===== config.mk =====
export PLATFORM = sky130hd
export DESIGN_NAME = linear_glide_slew_flat
export DESIGN_NICKNAME = d
export VERILOG_FILES = /design/src/hw/rtl/lgs_pkg.sv /design/src/hw/rtl/lgs_target_if.sv /design/src/hw/rtl/lgs_glide_if.sv /design/src/hw/rtl/lgs_cfg_if.sv /design/src/hw/rtl/linear_glide_slew.sv /design/src/hw/rtl/lgs_update.sv /design/src/flat_wrapper.sv
export SDC_FILE = /design/constraint.sdc
export NUM_CORES = 2
export LEC_CHECK = 0
export CAP_MARGIN = 20
export CORE_ASPECT_RATIO = 2
export CORE_MARGIN = 3
export CORE_UTILIZATION = 50
export DETAILED_ROUTE_END_ITERATION = 6
export DONT_BUFFER_PORTS = 1
export SETUP_SLACK_MARGIN = 0.1
export SLEW_MARGIN = 20
export SYNTH_ARGS = -nofsm -noshare
export SYNTH_HDL_FRONTEND = slang
export SYNTH_SLANG_ARGS = --single-unit

===== constraint.sdc =====
create_clock -name clk -period 22.5 [get_ports clk]
set_input_delay 0 -clock clk [delete_from_list [all_inputs] [get_ports clk]]
set_output_delay 0 -clock clk [all_outputs]
set_load 0.02 [all_outputs]

===== src/hw/rtl/lgs_pkg.sv =====
// ----------------------------------------------------------------------------
// lgs_pkg
// constants shared by the linear glide slew block
// ----------------------------------------------------------------------------
package lgs_pkg;

	// ramp reciprocal register, unsigned Q1.23
	localparam int INV_W         = 24;
	localparam int INV_FRAC_BITS = 23;
	localparam logic [INV_W-1:0] INV_RESET = 24'd175;

endpackage


===== src/hw/rtl/lgs_target_if.sv =====
// ----------------------------------------------------------------------------
// lgs_target_if
// request channel carrying target samples into the block
// ----------------------------------------------------------------------------
interface lgs_target_if #(
	parameter int SAMPLE_BITS = 24
);
	logic                          valid;
	logic                          ready;
	logic signed [SAMPLE_BITS-1:0] target_sample;

	modport source (output valid, output target_sample, input ready);
	modport sink   (input valid, input target_sample, output ready);
endinterface


===== src/hw/rtl/lgs_glide_if.sv =====
// ----------------------------------------------------------------------------
// lgs_glide_if
// request channel carrying glided samples out of the block
// ----------------------------------------------------------------------------
interface lgs_glide_if #(
	parameter int SAMPLE_BITS = 24
);
	logic                          valid;
	logic                          ready;
	logic signed [SAMPLE_BITS-1:0] glided_sample;

	modport source (output valid, output glided_sample, input ready);
	modport sink   (input valid, input glided_sample, output ready);
endinterface


===== src/hw/rtl/lgs_cfg_if.sv =====
// ----------------------------------------------------------------------------
// lgs_cfg_if
// write channel for the ramp reciprocal register
// ----------------------------------------------------------------------------
interface lgs_cfg_if;
	logic                       valid;
	logic                       ready;
	logic [lgs_pkg::INV_W-1:0]  inverse_ramp;

	modport source (output valid, output inverse_ramp, input ready);
	modport sink   (input valid, input inverse_ramp, output ready);
endinterface


===== src/hw/rtl/linear_glide_slew.sv =====
// ----------------------------------------------------------------------------
// linear_glide_slew
// linear glide (portamento) on a signed fixed-point sample stream
// ----------------------------------------------------------------------------
// Each target sample moves the output toward it in equal steps of
// (target - current) * inverse_ramp per sample, snapping to the target when
// it is reached or passed. The block takes one sample per clock unless
// stalled and returns one glided sample per request through its input and
// output registers. The rate is set by the update loop on the current value:
// one multiply, one saturating add and the snap compare. inverse_ramp resets
// to 175 (about one second at 48 kHz); write it through cfg only while no
// request is in flight, which the block does not enforce. cfg.ready is
// always high. Reset clears the current value and the stored target to zero.
// ----------------------------------------------------------------------------
module linear_glide_slew #(
	parameter int SAMPLE_BITS = 24
) (
	input  logic          clk,
	input  logic          arst_n,
	lgs_target_if.sink    target,
	lgs_glide_if.source   glide,
	lgs_cfg_if.sink       cfg
);
	localparam int W = SAMPLE_BITS;

	logic [lgs_pkg::INV_W-1:0] inv_q;
	logic signed [W-1:0]       cur_q;
	logic signed [W-1:0]       end_q;
	logic signed [W:0]         step_q;
	logic                      active_q;

	logic signed [W-1:0]       target_s1;
	logic                      valid_s1;
	logic signed [W-1:0]       glided_q;
	logic                      out_valid_q;

	logic                      advance;
	logic signed [W-1:0]       next_cur;
	logic signed [W:0]         next_step;
	logic                      next_active;

	// handshakes
	assign advance      = valid_s1 & (~out_valid_q | glide.ready);
	assign target.ready = ~valid_s1 | advance;
	assign cfg.ready    = 1'b1;

	assign glide.valid         = out_valid_q;
	assign glide.glided_sample = glided_q;

	// ramp reciprocal register
	always_ff @(posedge clk or negedge arst_n) begin
		if (!arst_n) begin
			inv_q <= lgs_pkg::INV_RESET;
		end else if (cfg.valid) begin
			inv_q <= cfg.inverse_ramp;
		end
	end

	// input register
	always_ff @(posedge clk or negedge arst_n) begin
		if (!arst_n) begin
			valid_s1 <= 1'b0;
		end else if (target.ready) begin
			valid_s1 <= target.valid;
		end
	end

	always_ff @(posedge clk) begin
		if (target.valid && target.ready) begin
			target_s1 <= target.target_sample;
		end
	end

	// glide next-state logic
	lgs_update #(
		.SAMPLE_BITS(SAMPLE_BITS)
	) u_update (
		.target      (target_s1),
		.inverse_ramp(inv_q),
		.cur         (cur_q),
		.end_target  (end_q),
		.step        (step_q),
		.active      (active_q),
		.next_cur    (next_cur),
		.next_step   (next_step),
		.next_active (next_active)
	);

	// glide state, updated once per request
	always_ff @(posedge clk or negedge arst_n) begin
		if (!arst_n) begin
			cur_q    <= '0;
			end_q    <= '0;
			step_q   <= '0;
			active_q <= 1'b0;
		end else if (advance) begin
			cur_q    <= next_cur;
			end_q    <= target_s1;
			step_q   <= next_step;
			active_q <= next_active;
		end
	end

	// output register
	always_ff @(posedge clk or negedge arst_n) begin
		if (!arst_n) begin
			out_valid_q <= 1'b0;
		end else if (advance) begin
			out_valid_q <= 1'b1;
		end else if (glide.ready) begin
			out_valid_q <= 1'b0;
		end
	end

	always_ff @(posedge clk) begin
		if (advance) begin
			glided_q <= next_cur;
		end
	end
endmodule


===== src/hw/rtl/lgs_update.sv =====
// ----------------------------------------------------------------------------
// lgs_update
// next-state logic of the glide: step computation, saturating add, snap test
// ----------------------------------------------------------------------------
module lgs_update #(
	parameter int SAMPLE_BITS = 24
) (
	input  logic signed [SAMPLE_BITS-1:0] target,
	input  logic [lgs_pkg::INV_W-1:0]     inverse_ramp,
	input  logic signed [SAMPLE_BITS-1:0] cur,
	input  logic signed [SAMPLE_BITS-1:0] end_target,
	input  logic signed [SAMPLE_BITS:0]   step,
	input  logic                          active,
	output logic signed [SAMPLE_BITS-1:0] next_cur,
	output logic signed [SAMPLE_BITS:0]   next_step,
	output logic                          next_active
);
	localparam int W  = SAMPLE_BITS;
	localparam int PW = W + 1 + lgs_pkg::INV_W;   // product width
	localparam int QW = PW - lgs_pkg::INV_FRAC_BITS;  // shifted product width

	localparam logic [QW-1:0]        P_ONE   = QW'(1);
	localparam logic [QW-1:0]        P_LIM   = QW'(1) << W;
	localparam logic signed [W:0]    STEP_MAX = {1'b0, {W{1'b1}}};
	localparam logic signed [W+1:0]  SUM_MAX  = {3'b000, {(W-1){1'b1}}};
	localparam logic signed [W+1:0]  SUM_MIN  = {3'b111, {(W-1){1'b0}}};

	logic                   new_tgt;
	logic signed [W:0]      diff;
	logic [W:0]             mag;
	logic [PW-1:0]          prod;
	logic [QW-1:0]          p_raw;
	logic [QW-1:0]          p_fix;
	logic signed [W:0]      step_calc;
	logic signed [W:0]      step_use;
	logic                   active_use;
	logic signed [W+1:0]    sum;
	logic signed [W-1:0]    sat;
	logic                   snap;

	// new target and distance to it
	assign new_tgt = (target != end_target);
	assign diff    = {target[W-1], target} - {cur[W-1], cur};
	assign mag     = diff[W] ? $unsigned(-diff) : $unsigned(diff);

	// step magnitude: truncated product, at least one lsb, at most 2^W
	assign prod  = PW'(mag) * PW'(inverse_ramp);
	assign p_raw = prod[PW-1:lgs_pkg::INV_FRAC_BITS];

	always_comb begin
		p_fix = p_raw;
		if (p_raw == '0) begin
			p_fix = P_ONE;
		end else if (p_raw > P_LIM) begin
			p_fix = P_LIM;
		end
	end

	// signed step, clamped to the step range
	always_comb begin
		if (mag == '0) begin
			step_calc = '0;
		end else if (diff[W]) begin
			step_calc = -$signed(p_fix[W:0]);
		end else if (p_fix == P_LIM) begin
			step_calc = STEP_MAX;
		end else begin
			step_calc = $signed(p_fix[W:0]);
		end
	end

	assign step_use   = new_tgt ? step_calc : step;
	assign active_use = new_tgt | active;

	// saturating add
	assign sum = (W+2)'(cur) + (W+2)'(step_use);

	always_comb begin
		if (sum > SUM_MAX) begin
			sat = SUM_MAX[W-1:0];
		end else if (sum < SUM_MIN) begin
			sat = SUM_MIN[W-1:0];
		end else begin
			sat = sum[W-1:0];
		end
	end

	// any change of the sign of (value - target) ends the ramp
	assign snap = ((cur > target) != (sat > target)) || ((cur < target) != (sat < target));

	// next state
	always_comb begin
		next_step   = step_use;
		next_active = active_use & ~snap;
		if (!active_use) begin
			next_cur = cur;
		end else if (snap) begin
			next_cur = target;
		end else begin
			next_cur = sat;
		end
	end
endmodule


===== src/flat_wrapper.sv =====
// flat-port wrapper written by rule: the top's interface ports become plain ports
module linear_glide_slew_flat 
#(
	parameter int SAMPLE_BITS = 24
)
  (clk, arst_n, target_valid, target_target_sample, target_ready, glide_valid, glide_glided_sample, glide_ready, cfg_valid, cfg_inverse_ramp, cfg_ready);
  lgs_target_if #(.SAMPLE_BITS(SAMPLE_BITS)) target_i ();
  lgs_glide_if #(.SAMPLE_BITS(SAMPLE_BITS)) glide_i ();
  lgs_cfg_if cfg_i ();
  input  logic clk;
  input  logic arst_n;
  input wire logic [$bits(target_i.valid)-1:0] target_valid;
  input wire logic [$bits(target_i.target_sample)-1:0] target_target_sample;
  output wire logic [$bits(target_i.ready)-1:0] target_ready;
  output wire logic [$bits(glide_i.valid)-1:0] glide_valid;
  output wire logic [$bits(glide_i.glided_sample)-1:0] glide_glided_sample;
  input wire logic [$bits(glide_i.ready)-1:0] glide_ready;
  input wire logic [$bits(cfg_i.valid)-1:0] cfg_valid;
  input wire logic [$bits(cfg_i.inverse_ramp)-1:0] cfg_inverse_ramp;
  output wire logic [$bits(cfg_i.ready)-1:0] cfg_ready;
  assign target_i.valid = target_valid;
  assign target_i.target_sample = target_target_sample;
  assign target_ready = target_i.ready;
  assign glide_valid = glide_i.valid;
  assign glide_glided_sample = glide_i.glided_sample;
  assign glide_i.ready = glide_ready;
  assign cfg_i.valid = cfg_valid;
  assign cfg_i.inverse_ramp = cfg_inverse_ramp;
  assign cfg_ready = cfg_i.ready;
  linear_glide_slew #(.SAMPLE_BITS(SAMPLE_BITS)) u_core (.clk(clk), .arst_n(arst_n), .target(target_i), .glide(glide_i), .cfg(cfg_i));
endmodule

==> summary.txt <==
Status
  • Status: finished, final reports clean

Worst setup path
  • Data arrival time of the worst path: between 20 and 25 ns
  • CP max stage cell: sky130_fd_sc_hd__or4_1
  • Nature of the critical path startpoint: flop
  • Kind of end point of the critical path: flop
  • Maximum single-stage delay on the critical path: 0.67 ns
  • Maximum fanout encountered on the critical timing path: 24
  • Top cell by count, worst path: sky130_fd_sc_hd__fa_1
  • Type of the worst setup path: reg2reg
  • Worst endpoint required time: 22.71 ns

Timing
  • Final-layout worst hold slack: ~0.067 ns
  • Final setup violation count: 0
  • Slew Limit Headroom: 26.1%
  • Maximum frequency from static timing analysis: 47.3 MHz
  • Setup repair after global routing missed its margin: no
  • Sum Neg Setup Slack: 0 ns
  • Final critical delay including setup and external delays: 21.15 ns
  • Least-Margin Pin Slew: between 1 and 1.5 ns
  • Clk_skew: between 0.02 and 0.03 ns
  • Count of final hold-check violations: 0
  • Portion of the clock cycle consumed by the worst path in the final layout: 94.0%
  • Final max-slew violation count: 0

Routing
  • Met3 routed wirelength: 4.21 mm
  • Detailed Routing Iterations Pass 1: 5
  • Wire length after detailed routing: 112 mm
  • Post-DRT Antenna Nets: 0
  • Routed met1 length: 36.2 mm
  • Wire length per cell after detailed routing: 24.4 um
  • Highest routed layer: met4
  • Via/cell ratio: 5.96
  • Post-route DRC: 0
  • First DRT Iteration DRCs: 1,521
  • Met2 wire length: 61.2 mm
  • Total vias in the final route: 27,356

Place
  • # port buffers: 0
  • Placer congestion estimate: between 1 and 1.5
  • Cell area after placement: 0.0335 mm2
  • Instance count after placement with tap cells included: 4,479
  • HPWL reported at the end of detailed placement: 91.6 mm

Cells and area
  • Footprint of the multi-input gates: 0.0257 mm2
  • Footprint of the flip-flops and latches: 0.00395 mm2
  • Total number of nets in the final design: 4,518
  • Fill cell instance count of the final layout: 5,955
  • Highest-count cells in the layout ignoring fill and taps: sky130_fd_sc_hd__inv_1 (626), sky130_fd_sc_hd__fa_1 (505), sky130_fd_sc_hd__nand2_1 (478)
  • Most frequent standard cell in the layout excluding fill and tap cells: sky130_fd_sc_hd__inv_1
  • Antenna cells: 0
  • Growth of design area from synthesis to finish: 7.59%
  • Final design area excluding fillers: about 0.035 mm2
  • Share of final-layout standard cells stronger than drive strength 1: 6.39%
  • Final cell count without fillers: 4,590

Clock tree
  • Clk buf depth: 2
  • Clock Sinks: ~150
  • Inserted Clock Buffers: 17
  • Number of H-tree branching levels: 4
  • CTS tree: done
  • CTS clk-pin slew, worst paths: 0.10 ns
  • Clock insertion delay at the later pin of the skew report: 0.51 ns
  • Root buffer cell: sky130_fd_sc_hd__clkbuf_16

Floorplan
  • Die outline width: roughly 190 um
  • I/O pin count: 80
  • Area of the placeable core: 0.0641 mm2
  • Die span in y: 367 um
  • Starting density of the core: 50.7%
  • Die Footprint: 0.0683 mm2
  • Row Count: 131

Synth
  • Seq cells post-synth: around 150
  • Simple-gate area share of the yosys netlist: between 10% and 20%
  • Synthesized instance count: 3,754
  • Compound-Gate Fraction of Synth Area: 13.4%
  • Parity-gate share of the synthesized area counting xor and xnor cells: ~2.5%
  • Post-synth net total: 4,559
  • Synth Flop Type: sky130_fd_sc_hd__dfrtp_1
  • Adder-cell share of the synthesized area: between 40 and 50%
  • Distinct cell type count after synthesis: around 110
  • Syn avg cell area: 8.66 um2
  • Async set-reset flop share out of synthesis: about two thirds
  • Warnings, synthesis: 0
  • Proportion of synthesized chip area in sequential cells: 12.2%
  • Count of flip-flops with a built-in enable after synthesis: 48
  • Multiplexer share of the synthesized area: 1.92%
  • Largest family of logic cells by synthesized area: adder cells
  • Cell area after synthesis: 0.0325 mm2

Min path
  • Tightest Hold Check Type: in2reg

Global routing
  • Number of global-route vias before repair: ~30,000
  • Maximum number of pins on one net before global-route repair: approximately 100
  • Wire length of the first global-routing pass: 174 mm
  • Antenna violations before repair: 1
  • Overall fraction of global-route tracks in use: between 30% and 40%
  • Global route total overflow: 0

Flow run
  • Number of violations of the max-capacitance limit: 0
[state kept, by name, indices dropped and copies added (netlist names)]
name                        flops
u_core.glide.valid              1
u_core.end_q                   24
u_core.active_q                 1
u_core.target_s1               24
u_core.valid_s1                 1
u_core.step_q                  25
u_core.inv_q                   24
u_core.glide.glided_sample     24
u_core.cur_q                   24
[area by class of cell]
type,instances,area share [%]
Tap cell,864,3.09
Inverter,627,6.73
Multi-Input combinational cell,2787,73.6
Clock inverter,15,0.562
Timing Repair Buffer,132,3.47
Clock buffer,17,1.22
Sequential cell,148,11.3
[cell usage after synthesis, types with 26 or more instances]
cell type / instances / area (um2)
sky130_fd_sc_hd__nor2b_1: 27 / 169
sky130_fd_sc_hd__nand4_1: 34 / 213
sky130_fd_sc_hd__a221oi_1: 26 / 228
sky130_fd_sc_hd__ha_1: 247 / 3090
sky130_fd_sc_hd__and2_1: 288 / 1800
sky130_fd_sc_hd__nand2b_1: 33 / 206
sky130_fd_sc_hd__o221ai_1: 27 / 236
sky130_fd_sc_hd__clkbuf_1: 171 / 642
sky130_fd_sc_hd__dfrtp_1: 94 / 2350
sky130_fd_sc_hd__xor2_1: 37 / 324
sky130_fd_sc_hd__xnor2_1: 53 / 464
sky130_fd_sc_hd__a21oi_1: 141 / 706
sky130_fd_sc_hd__a21o_1: 67 / 503
sky130_fd_sc_hd__or3_1: 46 / 288
sky130_fd_sc_hd__edfxtp_1: 48 / 1440
sky130_fd_sc_hd__o21ai_0: 111 / 556
sky130_fd_sc_hd__mux2_2: 42 / 473
sky130_fd_sc_hd__nor2_1: 144 / 541
sky130_fd_sc_hd__inv_1: 626 / 2350
sky130_fd_sc_hd__nor3_1: 52 / 260
sky130_fd_sc_hd__nand3_1: 45 / 225
sky130_fd_sc_hd__nand2_1: 478 / 1790
sky130_fd_sc_hd__fa_1: 505 / 10100
[timing repair]
action,in CTS,in global routing
resized for setup,0,18
endpoints found under the setup margin,0,49
hold buffers,77,0
endpoints found under the hold margin,150,0
setup buffers,0,2
[routing by layer]
layer,up-vias,GRT usage [%]
met5,-,0
met3,420,4.24
met1,13792,32.7
met4,0,24.3
met2,974,63.4
li1,12170,-
[final timing paths]
check / start / endpoint / slack, ns / cells after the start
min in group asynchronous: arst_n / u_core.cur_q[17] / 0.16 / 2
worst max-delay path: u_core.target_s1[0] / u_core.glide.glided_sample[19] / 1.35 / 75
worst min-delay path: target_valid / u_core.target_s1[11] / 0.07 / 1
worst max register to register: u_core.target_s1[0] / u_core.glide.glided_sample[19] / 1.35 / 75
max in group asynchronous: arst_n / u_core.glide.valid / 21.82 / 2
worst min register to register: u_core.step_q[6] / u_core.step_q[6] / 0.47 / 2
[cell families (layout without fill, tap and decap cells)]
| kind of cell | Yosys count | count (layout) |
|---|---|---|
| AOI/OAI and AO/OA | 621 | 621 |
| xor gates and xnor gates | 91 | 91 |
| and+or+nand+nor | 1265 | 1265 |
| buffers and inverters | 819 | 791 |
| DFF | 148 | 148 |
| other | 1 | 1 |
| muxes | 57 | 57 |
| adders and majority gates | 752 | 752 |
[stage by stage]
step	util (%)	setup WS [ns]
after CTS	54.4	0.503
after detailed placement	52.2	0.666
after floorplan	-	3.53
after global routing	54.6	0.116
after global placement	52.2	1.17
final	54.6	1.35
[critical path, delay by kind of cell (launching register included)]
family,cells,cell delay (ns)
XOR/XNOR,1,0.27
flip-flops,1,0.45
buffers and inverters,10,1.50
AO/OA/AOI/OAI,27,6.95
AND/OR/NAND/NOR,20,4.58
adder cells (fa/ha/maj),14,5.82
multiplexers,3,1.22
Power is left out: the tool's default activity adds up to more than one toggle a clock period on the data nets, which glitch-free logic cannot reach.
